<file path="src/rtl/lacp_pkg.sv">
// Shared types, character codes and lookup functions for the LED and
// accessory command parser. No dependencies.
`default_nettype none

package lacp_pkg;

    // Input transaction: one character or an end-of-line marker.
    typedef struct packed {
        logic [7:0] char_code;
        logic       line_end;
    } in_item_t;

    // Output transaction: one status result per line.
    typedef struct packed {
        logic       status;
        logic [7:0] red_duty;
        logic [7:0] green_duty;
        logic [7:0] blue_duty;
        logic       extractor_on;
        logic       laser_on;
    } out_item_t;

    // Per-line capture seen by the command decoder.
    typedef struct packed {
        logic [3:0] char_position;
        logic [7:0] first_char;
        logic [7:0] second_char;
        logic [7:0] third_char;
        logic [7:0] fourth_char;
        logic [7:0] hex_byte0;
        logic [7:0] hex_byte1;
        logic [7:0] hex_byte2;
    } line_t;

    // Persistent outputs kept across lines.
    typedef struct packed {
        logic [7:0] red;
        logic [7:0] green;
        logic [7:0] blue;
        logic       extractor;
        logic       laser;
    } acc_state_t;

    localparam logic STATUS_ACCEPTED = 1'b0;
    localparam logic STATUS_INVALID  = 1'b1;

    localparam logic [2:0] ADDR_LASER_CTRL = 3'd0;

    localparam logic [7:0] CHAR_NUL   = 8'h00;
    localparam logic [7:0] CHAR_STAR  = 8'h2A;
    localparam logic [7:0] CHAR_ZERO  = 8'h30;
    localparam logic [7:0] CHAR_NINE  = 8'h39;
    localparam logic [7:0] CHAR_UP_A  = 8'h41;
    localparam logic [7:0] CHAR_UP_B  = 8'h42;
    localparam logic [7:0] CHAR_UP_E  = 8'h45;
    localparam logic [7:0] CHAR_UP_F  = 8'h46;
    localparam logic [7:0] CHAR_UP_G  = 8'h47;
    localparam logic [7:0] CHAR_UP_L  = 8'h4C;
    localparam logic [7:0] CHAR_UP_R  = 8'h52;
    localparam logic [7:0] CHAR_UP_X  = 8'h58;
    localparam logic [7:0] CHAR_UP_Z  = 8'h5A;
    localparam logic [7:0] CHAR_LO_A  = 8'h61;
    localparam logic [7:0] CHAR_LO_F  = 8'h66;

    localparam logic [3:0] POS_MAX = 4'd15;

    // Hex digit value; anything that is not a hex digit counts as zero.
    function automatic logic [3:0] hex_value(input logic [7:0] c);
        logic [3:0] v;
        v = 4'd0;
        if (c >= CHAR_ZERO && c <= CHAR_NINE) begin
            v = c[3:0];
        end else if ((c >= CHAR_UP_A && c <= CHAR_UP_F) ||
                     (c >= CHAR_LO_A && c <= CHAR_LO_F)) begin
            v = c[3:0] + 4'd9;
        end
        return v;
    endfunction

    // Ten-step brightness table indexed by a decimal digit.
    function automatic logic [7:0] level_of(input logic [3:0] d);
        logic [7:0] v;
        unique case (d)
            4'd0:    v = 8'h00;
            4'd1:    v = 8'h0F;
            4'd2:    v = 8'h1F;
            4'd3:    v = 8'h2F;
            4'd4:    v = 8'h3F;
            4'd5:    v = 8'h4F;
            4'd6:    v = 8'h5F;
            4'd7:    v = 8'h6F;
            4'd8:    v = 8'h7F;
            4'd9:    v = 8'hFF;
            default: v = 8'h00;
        endcase
        return v;
    endfunction

endpackage

`default_nettype wire

</file>
<file path="src/rtl/lacp_line_state.sv">
// Per-line character capture: first four characters and the hex pairs.
// Depends on lacp_pkg.
`default_nettype none

module lacp_line_state
    import lacp_pkg::*;
(
    input  wire logic       clk,
    input  wire logic       rst_n,
    input  wire logic       take,
    input  wire logic       clear,
    input  wire logic [7:0] char_code,
    output line_t           line
);

    logic [3:0] pos_reg;
    logic [7:0] c0_reg, c1_reg, c2_reg, c3_reg;
    logic [3:0] high_reg;
    logic [7:0] hb0_reg, hb1_reg, hb2_reg;
    logic       ended_reg;

    logic       in_hex;
    logic [7:0] pair;

    assign in_hex = (pos_reg >= 4'd2) && (pos_reg <= 4'd7) && !ended_reg;
    assign pair   = {high_reg, hex_value(char_code)};

    always_ff @(posedge clk or negedge rst_n)
    begin
        if (!rst_n)
        begin
            pos_reg   <= '0;
            c0_reg    <= '0;
            c1_reg    <= '0;
            c2_reg    <= '0;
            c3_reg    <= '0;
            high_reg  <= '0;
            hb0_reg   <= '0;
            hb1_reg   <= '0;
            hb2_reg   <= '0;
            ended_reg <= 1'b0;
        end
        else if (clear)
        begin
            pos_reg   <= '0;
            c0_reg    <= '0;
            c1_reg    <= '0;
            c2_reg    <= '0;
            c3_reg    <= '0;
            high_reg  <= '0;
            hb0_reg   <= '0;
            hb1_reg   <= '0;
            hb2_reg   <= '0;
            ended_reg <= 1'b0;
        end
        else if (take)
        begin
            if (pos_reg == 4'd0) c0_reg <= char_code;
            if (pos_reg == 4'd1) c1_reg <= char_code;
            if (pos_reg == 4'd2) c2_reg <= char_code;
            if (pos_reg == 4'd3) c3_reg <= char_code;

            if (in_hex)
            begin
                // A zero byte ends the string: freeze the hex run.
                if (char_code == CHAR_NUL)
                begin
                    ended_reg <= 1'b1;
                end
                else if (!pos_reg[0])
                begin
                    high_reg <= hex_value(char_code);
                end
                else
                begin
                    if (pos_reg[2:1] == 2'd1) hb0_reg <= pair;
                    if (pos_reg[2:1] == 2'd2) hb1_reg <= pair;
                    if (pos_reg[2:1] == 2'd3) hb2_reg <= pair;
                end
            end

            if (pos_reg != POS_MAX) pos_reg <= pos_reg + 4'd1;
        end
    end

    assign line.char_position = pos_reg;
    assign line.first_char    = c0_reg;
    assign line.second_char   = c1_reg;
    assign line.third_char    = c2_reg;
    assign line.fourth_char   = c3_reg;
    assign line.hex_byte0     = hb0_reg;
    assign line.hex_byte1     = hb1_reg;
    assign line.hex_byte2     = hb2_reg;

endmodule

`default_nettype wire

</file>
<file path="src/rtl/lacp_exec.sv">
// Command decoder: turns a captured line into new LED/accessory state
// and a status bit. Purely combinational. Depends on lacp_pkg.
`default_nettype none

module lacp_exec
    import lacp_pkg::*;
(
    input  wire line_t      line,
    input  wire acc_state_t cur,
    input  wire logic       laser_en,
    output acc_state_t      nxt,
    output logic            status
);

    logic       color_ok;
    logic       digit_ok;
    logic [7:0] level;

    assign color_ok = (line.third_char == CHAR_UP_R) || (line.third_char == CHAR_UP_G) ||
                      (line.third_char == CHAR_UP_B);
    assign digit_ok = (line.fourth_char >= CHAR_ZERO) && (line.fourth_char <= CHAR_NINE);
    assign level    = level_of(line.fourth_char[3:0]);

    always_comb
    begin
        nxt    = cur;
        status = STATUS_INVALID;
        priority if (line.first_char == CHAR_STAR)
        begin
            if (line.second_char == CHAR_UP_L)
            begin
                nxt.red   = line.hex_byte0;
                nxt.green = line.hex_byte1;
                nxt.blue  = line.hex_byte2;
                status    = STATUS_ACCEPTED;
            end
        end
        else if (line.first_char == CHAR_UP_A)
        begin
            unique case (line.second_char)
                CHAR_UP_L:
                begin
                    if (line.third_char == CHAR_ZERO)
                    begin
                        nxt.red   = '0;
                        nxt.green = '0;
                        nxt.blue  = '0;
                        status    = STATUS_ACCEPTED;
                    end
                    else if (color_ok && digit_ok)
                    begin
                        if (line.third_char == CHAR_UP_R) nxt.red = level;
                        if (line.third_char == CHAR_UP_G) nxt.green = level;
                        if (line.third_char == CHAR_UP_B) nxt.blue = level;
                        status = STATUS_ACCEPTED;
                    end
                end
                CHAR_UP_E:
                begin
                    nxt.extractor = 1'b1;
                    status        = STATUS_ACCEPTED;
                end
                CHAR_UP_F:
                begin
                    nxt.extractor = 1'b0;
                    status        = STATUS_ACCEPTED;
                end
                CHAR_UP_Z:
                begin
                    if (laser_en)
                    begin
                        nxt.laser = 1'b1;
                        status    = STATUS_ACCEPTED;
                    end
                end
                CHAR_UP_X:
                begin
                    if (laser_en)
                    begin
                        nxt.laser = 1'b0;
                        status    = STATUS_ACCEPTED;
                    end
                end
                default:
                begin
                    status = STATUS_INVALID;
                end
            endcase
        end
        else
        begin
            status = STATUS_INVALID;
        end
    end

endmodule

`default_nettype wire

</file>
<file path="src/rtl/lacp_out_queue.sv">
// Two-entry result queue: output register plus skid register.
// Depends on lacp_pkg.
`default_nettype none

module lacp_out_queue
    import lacp_pkg::*;
(
    input  wire logic       clk,
    input  wire logic       rst_n,
    input  wire logic       push,
    input  wire out_item_t  push_data,
    output logic            full,
    output logic            out_valid,
    input  wire logic       out_stall,
    output out_item_t       out_data
);

    logic      out_valid_reg;
    out_item_t out_data_reg;
    logic      skid_valid_reg;
    out_item_t skid_data_reg;
    logic      pop;

    assign pop = out_valid_reg && !out_stall;

    // Push never arrives while the skid entry is occupied (full stalls it).
    always_ff @(posedge clk or negedge rst_n)
    begin
        if (!rst_n)
        begin
            out_valid_reg  <= 1'b0;
            skid_valid_reg <= 1'b0;
        end
        else if (pop || !out_valid_reg)
        begin
            if (skid_valid_reg)
            begin
                out_valid_reg  <= 1'b1;
                skid_valid_reg <= 1'b0;
            end
            else
            begin
                out_valid_reg <= push;
            end
        end
        else if (push)
        begin
            skid_valid_reg <= 1'b1;
        end
    end

    always_ff @(posedge clk)
    begin
        if (pop || !out_valid_reg)
        begin
            out_data_reg <= skid_valid_reg ? skid_data_reg : push_data;
        end
        else if (push)
        begin
            skid_data_reg <= push_data;
        end
    end

    assign full      = skid_valid_reg;
    assign out_valid = out_valid_reg;
    assign out_data  = out_data_reg;

endmodule

`default_nettype wire

</file>
<file path="src/rtl/led_accessory_command_parser_unit.sv">
// Top level of the LED and accessory command parser: input register,
// line capture, decoder, persistent state and result queue. Depends on lacp_pkg.
`default_nettype none

// Takes one character transaction per clock while in_stall is low and returns
// one status transaction for each end-of-line transaction, carrying the LED
// duties and accessory levels after that line. Every transaction first lands
// in an input register; in the next cycle a character updates the line
// capture, while an end-of-line, once the result queue has room, is decoded
// against the capture in one short combinational pass and written to the
// result queue, from which the result is presented. Throughput is one
// transaction per cycle while the input does not stall. The output register
// and a skid register hold up to two results; the input side stalls only
// when both are full and the input register holds another end-of-line.
// Laser on/off commands are honored only while the laser control register
// (byte address 0, bit 0) is set; write it while the block is idle.
module led_accessory_command_parser_unit
    import lacp_pkg::*;
(
    input  wire logic        clk,
    input  wire logic        rst_n,
    input  wire logic        in_valid,
    output logic             in_stall,
    input  wire in_item_t    in_data,
    output logic             out_valid,
    input  wire logic        out_stall,
    output out_item_t        out_data,
    input  wire logic        psel,
    input  wire logic        penable,
    input  wire logic        pwrite,
    input  wire logic [2:0]  paddr,
    input  wire logic [31:0] pwdata,
    output logic [31:0]      prdata,
    output logic             pready
);

    logic       s1_valid_reg;
    in_item_t   s1_data_reg;
    logic       laser_en_reg;
    acc_state_t acc_reg;
    acc_state_t acc_next;

    line_t      line;
    logic       status;
    logic       q_full;
    logic       advance;
    logic       take_char;
    logic       end_line;
    out_item_t  result;

    // Configuration port: zero-wait writes, register 0 only.
    assign pready = 1'b1;
    assign prdata = (paddr == ADDR_LASER_CTRL) ? {31'd0, laser_en_reg} : 32'd0;

    always_ff @(posedge clk or negedge rst_n)
    begin
        if (!rst_n)
        begin
            laser_en_reg <= 1'b0;
        end
        else if (psel && penable && pwrite && pready && paddr == ADDR_LASER_CTRL)
        begin
            laser_en_reg <= pwdata[0];
        end
    end

    // Hold the input register only when an end-of-line has nowhere to go.
    assign in_stall  = s1_valid_reg && s1_data_reg.line_end && q_full;
    assign advance   = s1_valid_reg && !in_stall;
    assign take_char = advance && !s1_data_reg.line_end;
    assign end_line  = advance && s1_data_reg.line_end;

    always_ff @(posedge clk or negedge rst_n)
    begin
        if (!rst_n)
        begin
            s1_valid_reg <= 1'b0;
        end
        else if (!in_stall)
        begin
            s1_valid_reg <= in_valid;
        end
    end

    always_ff @(posedge clk)
    begin
        if (!in_stall)
        begin
            s1_data_reg <= in_data;
        end
    end

    lacp_line_state u_line
    (
        .clk       (clk),
        .rst_n     (rst_n),
        .take      (take_char),
        .clear     (end_line),
        .char_code (s1_data_reg.char_code),
        .line      (line)
    );

    lacp_exec u_exec
    (
        .line     (line),
        .cur      (acc_reg),
        .laser_en (laser_en_reg),
        .nxt      (acc_next),
        .status   (status)
    );

    // Advance the persistent duties and flags only when a line executes.
    always_ff @(posedge clk or negedge rst_n)
    begin
        if (!rst_n)
        begin
            acc_reg <= '0;
        end
        else if (end_line)
        begin
            acc_reg <= acc_next;
        end
    end

    assign result.status       = status;
    assign result.red_duty     = acc_next.red;
    assign result.green_duty   = acc_next.green;
    assign result.blue_duty    = acc_next.blue;
    assign result.extractor_on = acc_next.extractor;
    assign result.laser_on     = acc_next.laser;

    lacp_out_queue u_queue
    (
        .clk       (clk),
        .rst_n     (rst_n),
        .push      (end_line),
        .push_data (result),
        .full      (q_full),
        .out_valid (out_valid),
        .out_stall (out_stall),
        .out_data  (out_data)
    );

    // The skid entry is only ever filled behind an occupied output register.
    a_skid_behind_out: assert property (@(posedge clk) disable iff (!rst_n)
        q_full |-> out_valid)
        else $error("result skid entry valid with empty output register");

    // An executed line always leaves a result waiting.
    a_line_gives_result: assert property (@(posedge clk) disable iff (!rst_n)
        end_line |=> out_valid)
        else $error("executed line produced no result");

    // The line capture starts over after every line end.
    a_line_cleared: assert property (@(posedge clk) disable iff (!rst_n)
        end_line |=> (line.char_position == 4'd0 && line.first_char == CHAR_NUL))
        else $error("line capture not cleared after line end");

    // Persistent state changes only when a line executes.
    a_state_holds: assert property (@(posedge clk) disable iff (!rst_n)
        !end_line |=> $stable(acc_reg))
        else $error("LED/accessory state changed without a line end");

endmodule

`default_nettype wire

</file>
<file path="config.mk">
export PLATFORM = sky130hd
export DESIGN_NAME = led_accessory_command_parser_unit
export DESIGN_NICKNAME = d
export VERILOG_FILES = /design/src/rtl/lacp_pkg.sv /design/src/rtl/lacp_line_state.sv /design/src/rtl/lacp_exec.sv /design/src/rtl/lacp_out_queue.sv /design/src/rtl/led_accessory_command_parser_unit.sv
export SDC_FILE = /design/constraint.sdc
export NUM_CORES = 1
export LEC_CHECK = 0
export ABC_CLOCK_PERIOD_IN_PS = 6600
export BUFFER_PORTS_ARGS = -buffer_cell sky130_fd_sc_hd__buf_2
export CORE_ASPECT_RATIO = 1.1
export CORE_UTILIZATION = 49
export DETAILED_ROUTE_END_ITERATION = 7
export PLACE_DENSITY = 0.7
export REMOVE_ABC_BUFFERS = 1
export SLEW_MARGIN = 20
export SYNTH_ARGS = -nofsm -noshare
export SYNTH_HDL_FRONTEND = slang
export SYNTH_SLANG_ARGS = --single-unit
</file>
<file path="constraint.sdc">
create_clock -name clk -period 6.6 [get_ports clk]
set_clock_uncertainty 0.2 [all_clocks]
set_input_delay 0.33 -clock clk [delete_from_list [all_inputs] [get_ports clk]]
set_output_delay 0.33 -clock clk [all_outputs]
set_load 0.1 [all_outputs]
</file>
==> flow_summary.ini, run 1 <==
[logic_synthesis]
synthesis.area_mm2 = 0.00819
syn_inst = 701
synthFlopType = dfrtp_1
yosysWarnings = 0
yosysSeqAreaShare_pct = 52.1
ys_seq_elements = 158
syn_avg_cell_area_um2 = 11.7
synthDistinctLibCells = 76
synth_edf_count = 63
synthArstFlopShare_pct = 60.1

[min_path]
min-delay-start = penable
min_path_cells = 3
hold_class = input port to flop

[clock_tree]
hold_buffers = 12
cts_resized = 0
cts_tree = done
clk_pin_slew_ps = 60
cts_sinks = 158
cts_setup_buffers = 0
cts_inserted_buffers = 17
clockBufferDepth = 2
htreeDepth = 4
insertion_delay_ps = 430
root_buffer = clkbuf_16

[finish]
postLayoutCellArea_mm2 = 0.00923
layout-drive-gt1-share_pct = 24.4
area_growth_pct = 12.6
final-instance-count-excl-fill = 975
finalNetCount = 823
num_antenna_cells = 0

[worst_setup_path]
slowest_stage = a2111oi_4
path_buf_inv = 1
crit_path_max_fanout = 12
critPathTopFamily = compound AO/OA/AOI/OAI gates
end_kind = flop
worstPathRequired_ps = 6570
critPathKind = flop to flop
crit_arrival_ps = 3320
cp_slowest_stage_delay_ps = 760
crit_chain = inv_1, ha_1, o21bai_1, a2111oi_4, o211ai_1, and2_1, o221a_2
r2r-start = u_line.c3_reg[0]
start_kind = flop
path_depth = 7
crit_start = u_line.c3_reg[0]
worst_r2r_path_depth = 7

[place]
dp.cells = 931
place_area_mm2 = 0.00853
dp_hpwl_um = 13200
gp_congestion = 0.910
pre_cts_slack_ps = 3310
io_buffer_count = 49

[sta]
final_max_slew_viol_count = 0
worst_slew_pin_slew_ps = 922
final-hold-violation-count = 0
slew_headroom_pct = 38.3
period_share_pct = 50.7
finalSetupViolCount = 0
layout_setup_ws_ps = 3250
fmax_ghz = 0.299
rsz0062_at_grt = false
timing.final.crit_period_ps = 3350
fin_setup_tns_ps = 0

[route]
num_vias = 5795
wirelength_um = 18700
drt-pass1-iter-count = 8
via_per_inst = 5.94
drc = 5
drt_iter0_markers = 385
wl_per_cell_um = 19.2
ant_nets = 0

[pwr]
leakage_nw = 3.84
peakVddDrop_mv = 0.176
power.total_mw = 2.97
cellPowerDensity_mw_per_mm2 = 322

[floorplanning]
row_count = 49
die_y_um = 138
die_area_mm2 = 0.0172
start_util_pct = 50.0
core-area_mm2 = 0.0164
ios = 113
die_x_um = 125

[global_route]
grt_max_degree = 52
antenna_found_initial = 0
grt_pass1_vias = 5692
grt_usage_pct = 22.9
grt_pass1_wl_um = 30100
overflow = 0

[job]
cap_violations = 0

[status]
violations = DRC
status = finished with violations
synthesized netlist by cell type, types with 6 or more instances:
master | n | area, um2
buf_2 | 6 | 30.0
edfxtp_1 | 63 | 1890
o21ai_0 | 21 | 105
clkbuf_1 | 23 | 86.3
mux2i_1 | 21 | 210
o31a_1 | 11 | 96.3
nand4_1 | 6 | 37.5
nand3_1 | 14 | 70.1
nor2_1 | 26 | 97.6
a21oi_1 | 27 | 135
dfrtp_1 | 95 | 2380
and2_1 | 24 | 150
inv_1 | 19 | 71.3
ha_1 | 14 | 175
o22ai_1 | 8 | 50.1
nand2b_1 | 10 | 62.6
nor3_1 | 12 | 60.1
o221a_2 | 9 | 101
a31oi_1 | 10 | 62.6
o2bb2ai_1 | 8 | 70.1
or2_2 | 6 | 37.5
buf_4 | 32 | 240
nand2_1 | 46 | 173
a22oi_1 | 8 | 60.1
mux2_2 | 67 | 754
logic make-up after synthesis:
logic type,count (synthesis),share of synthesized area [%]
buf+inv,82,5.31
xor+xnor,2,0.214
fa+ha+maj,14,2.14
flops,158,52.1
compound gates,166,15.3
simple gates,189,13.0
other cells,2,0.0917
mux,88,11.8
layout by cell type (no fill, tap or decap), types with 5 or more instances in the layout:
master | netlist | routed
a22o_1 | 5 | 5
inv_1 | 19 | 19
mux2_2 | 67 | 67
and2_1 | 24 | 24
o31a_1 | 11 | 11
a31oi_1 | 10 | 10
ha_1 | 14 | 14
nand2_1 | 46 | 46
a21boi_0 | 5 | 5
o221a_2 | 9 | 9
buf_2 | 6 | 48
edfxtp_1 | 63 | 63
nor2b_1 | 5 | 5
nand4_1 | 6 | 6
mux2i_1 | 21 | 21
a21o_1 | 5 | 5
dlygate4sd3_1 | 0 | 12
nor3_1 | 12 | 10
nor2_1 | 26 | 25
o21ai_0 | 21 | 21
and3_1 | 5 | 5
inv_4 | 0 | 5
a211oi_1 | 5 | 5
dfrtp_1 | 95 | 95
a21oi_1 | 27 | 27
nand2b_1 | 10 | 10
clkbuf_16 | 0 | 18
conb_1 | 2 | 32
or2_2 | 6 | 6
a22oi_1 | 8 | 8
o2bb2ai_1 | 8 | 8
nand3_1 | 14 | 14
buf_4 | 32 | 10
o22ai_1 | 8 | 8
stage by stage:
step                      utilization [%]  hold slack (ps)
after floorplan                         -             -166
after global placement               52.1              167
after detailed placement             52.1              175
after CTS                            56.4             38.3
after global routing                 56.4             34.0
final                                56.4             42.0
tightest hold or removal path, cell delays in order:
cell	delay, ps
buf_2	100
nand4_1	60
mux2_2	150
final timing paths:
| check | endpoint | slack [ps] |
|---|---|---|
| hold reg to reg | acc_reg[12] | 290 |
| min in group asynchronous | s1_valid_reg | 260 |
| hold / removal | laser_en_reg | 40 |
| setup reg to reg | u_queue.out_data[4] | 3250 |
| setup / recovery | u_queue.out_data[4] | 3250 |
| max in group asynchronous | u_line.high_reg[3] | 4810 |
report_power, final:
group          leakage [nW]  switching, mW  internal, mW
clock                 0.290          0.388         0.571
combinational          1.67          0.530         0.207
sequential             1.88          0.118          1.16
total                  3.84           1.04          1.94
cell type report:
| type | instances | area (um2) |
|---|---|---|
| clock buffers | 23 | 499 |
| clock inverters | 9 | 78.8 |
| fillers | 1353 | 7140 |
| inverters | 20 | 75.1 |
| multi-input cells | 491 | 3610 |
| flip-flops and latches | 158 | 4270 |
| well taps | 204 | 255 |
| repair buffers | 70 | 435 |
layer usage:
layer / track usage, % / part of all wire (%)
met5: 0 / 0
met4: 10.7 / 3.3
met3: 4.43 / 3.8
met2: 38.5 / 49
met1: 28.7 / 44
Note: power is estimated with default switching activity, not from simulation.
==> inputs of run 2 (changes only) <==
--- a/config.mk
+++ b/config.mk
@@ -5,7 +5,7 @@
 export SDC_FILE = /design/constraint.sdc
 export NUM_CORES = 1
 export LEC_CHECK = 0
-export ABC_CLOCK_PERIOD_IN_PS = 6600
+export ABC_CLOCK_PERIOD_IN_PS = 3400
 export BUFFER_PORTS_ARGS = -buffer_cell sky130_fd_sc_hd__buf_2
 export CORE_ASPECT_RATIO = 1.1
 export CORE_UTILIZATION = 49
==> constraint.sdc (replaced) <==
create_clock -name clk -period 3.4 [get_ports clk]
set_clock_uncertainty 0.2 [all_clocks]
set_input_delay 0.17 -clock clk [delete_from_list [all_inputs] [get_ports clk]]
set_output_delay 0.17 -clock clk [all_outputs]
set_load 0.1 [all_outputs]
==> run 2 against run 1 <==
  * The run still ends with DRC left
  * Flip-flop and latch count stayed put
  * Non-clock buffer count is 15 higher
  * Worst setup slack lost 3000 ps
  * Maximum frequency up 5.9%
  * Hold slack improved by 60 ps
  * Critical path depth unchanged
  * Final cell count up 1.5%
  * Design area up 1.8%
  * Routed wire length up 3.0%
  * Largest cell class unchanged
==> flow_summary.ini, run 2 (synthesis results as in run 1) <==
[sta]
period_share_pct = 93.0
final_max_slew_viol_count = 0
slew_headroom_pct = 35.8
rsz0062_at_grt = false
worst_slew_pin_slew_ps = 958
final-hold-violation-count = 0
fmax_ghz = 0.316
timing.final.crit_period_ps = 3160
fin_setup_tns_ps = 0
finalSetupViolCount = 0

[route]
drt-pass1-iter-count = 7
ant_nets = 0
wl_per_cell_um = 19.4
num_vias = 5886
wirelength_um = 19300
drc = 6
drt_iter0_markers = 368
via_per_inst = 5.95

[worst_setup_path]
r2r-start = s1_data_reg[1]
slowest_stage = or4b_2
cp_slowest_stage_delay_ps = 600
critPathKind = flop to flop
r2r_setup_slack_ps = 240
start_kind = flop
worst_r2r_path_depth = 7
crit_path_max_fanout = 8
r2r-end = u_line.hb2_reg[0]
end_kind = flop
worstPathRequired_ps = 3520
crit_chain = inv_1, ha_1, or4b_2, nor4_2, nor2_1, a21oi_2, mux2_2
crit_arrival_ps = 3280

[finish]
layout-drive-gt1-share_pct = 25.7
finalNetCount = 838
final_common_cell = dfrtp_1
fillerInstances = 1327
num_antenna_cells = 0
area_growth_pct = 14.7
layout_common_cells = 95 x dfrtp_1, 67 x mux2_2, 63 x edfxtp_1

[pwr]
power.total_mw = 5.97
peakVddDrop_mv = 0.348
leakage_nw = 3.94
cellPowerDensity_mw_per_mm2 = 636

[global_route]
grt_pass1_wl_um = 30900
grt_pass1_vias = 5825
overflow = 0
grt_usage_pct = 23.6
antenna_found_initial = 0
grt_max_degree = 53

[clock_tree]
root_buffer = clkbuf_16
clk_pin_slew_ps = 60
clockBufferDepth = 2
cts_tree = done
htreeDepth = 4
cts_sinks = 158
insertion_delay_ps = 430
cts_inserted_buffers = 17
cts_setup_buffers = 0
cts_resized = 0

[status]
violations = DRC
status = finished with violations

[floorplanning]
die_y_um = 138
core-area_mm2 = 0.0164
start_util_pct = 50.0
row_count = 49
die_x_um = 125
die_area_mm2 = 0.0172
ios = 113

[job]
cap_violations = 0

[place]
io_buffer_count = 49
gp_congestion = 0.875
dp_hpwl_um = 13900

[min_path]
hold_class = input port to async pin
run 2: area by class of cell:
class | instances | area (um2) | area share, %
Sequential cell | 158 | 4270 | 45.4
Multi-Input combinational cell | 491 | 3610 | 38.5
Timing Repair Buffer | 85 | 551 | 5.86
Clock buffer | 21 | 483 | 5.14
Tap cell | 204 | 255 | 2.72
Clock inverter | 11 | 149 | 1.58
Inverter | 20 | 75.1 | 0.799
run 2: where the power goes:
part	internal [mW]	total (mW)	switching, mW
Sequential	2.25	2.48	0.231
Combinational	0.419	1.46	1.04
Clock	1.25	2.03	0.783
run 2: routing by layer:
layer  track usage (%)  up-vias  routed length [um]
li1                  -     2746                   -
met1              28.8     2942                8280
met2              41.4      164                9770
met3              3.92       34                 713
met4              10.3        0                 497
met5                 0        -                   0
run 2: worst max path at each step:
stage,startpoint,endpoint,slack [ps],depth (start not counted)
floorplan,u_line.c1_reg[5],u_queue.skid_data_reg[22],-810,5
global placement,s1_data_reg[1],u_line.hb2_reg[2],380,7
detailed placement,s1_data_reg[1],u_line.hb2_reg[0],270,7
CTS,s1_data_reg[1],u_line.hb2_reg[0],250,7
global route,s1_data_reg[1],u_line.hb2_reg[7],20,7
finish,s1_data_reg[1],u_line.hb2_reg[0],240,7
run 2: per-stage QoR:
| stage | util (%) | hold WS [ps] | area (um2) | cells | worst slack, ps |
|---|---|---|---|---|---|
| after floorplan | - | -326 | 7950 | 669 | -809 |
| after global placement | 52.7 | 30.7 | 8630 | 945 | 383 |
| after detailed placement | 52.7 | 43.0 | 8630 | 945 | 274 |
| after CTS | 57.4 | 123 | 9400 | 990 | 248 |
| after global routing | 57.4 | 171 | 9400 | 990 | 23.4 |
| final | 57.4 | 102 | 9400 | 990 | 238 |
run 2: worst max-delay path: cells and delay by family, from the launching register on:
kind / cells / cell delay, ps
and+or+nand+nor: 3 / 1100
AOI/OAI and AO/OA: 1 / 490
DFF: 1 / 460
muxes: 1 / 400
buffers and inverters: 1 / 200
adders and majority gates: 1 / 180
run 2: repair_timing:
action                                  4_1_cts  5_1_grt
hold buffers                                 13        0
endpoints found under the hold margin        61        0
endpoints found under the setup margin        0        0
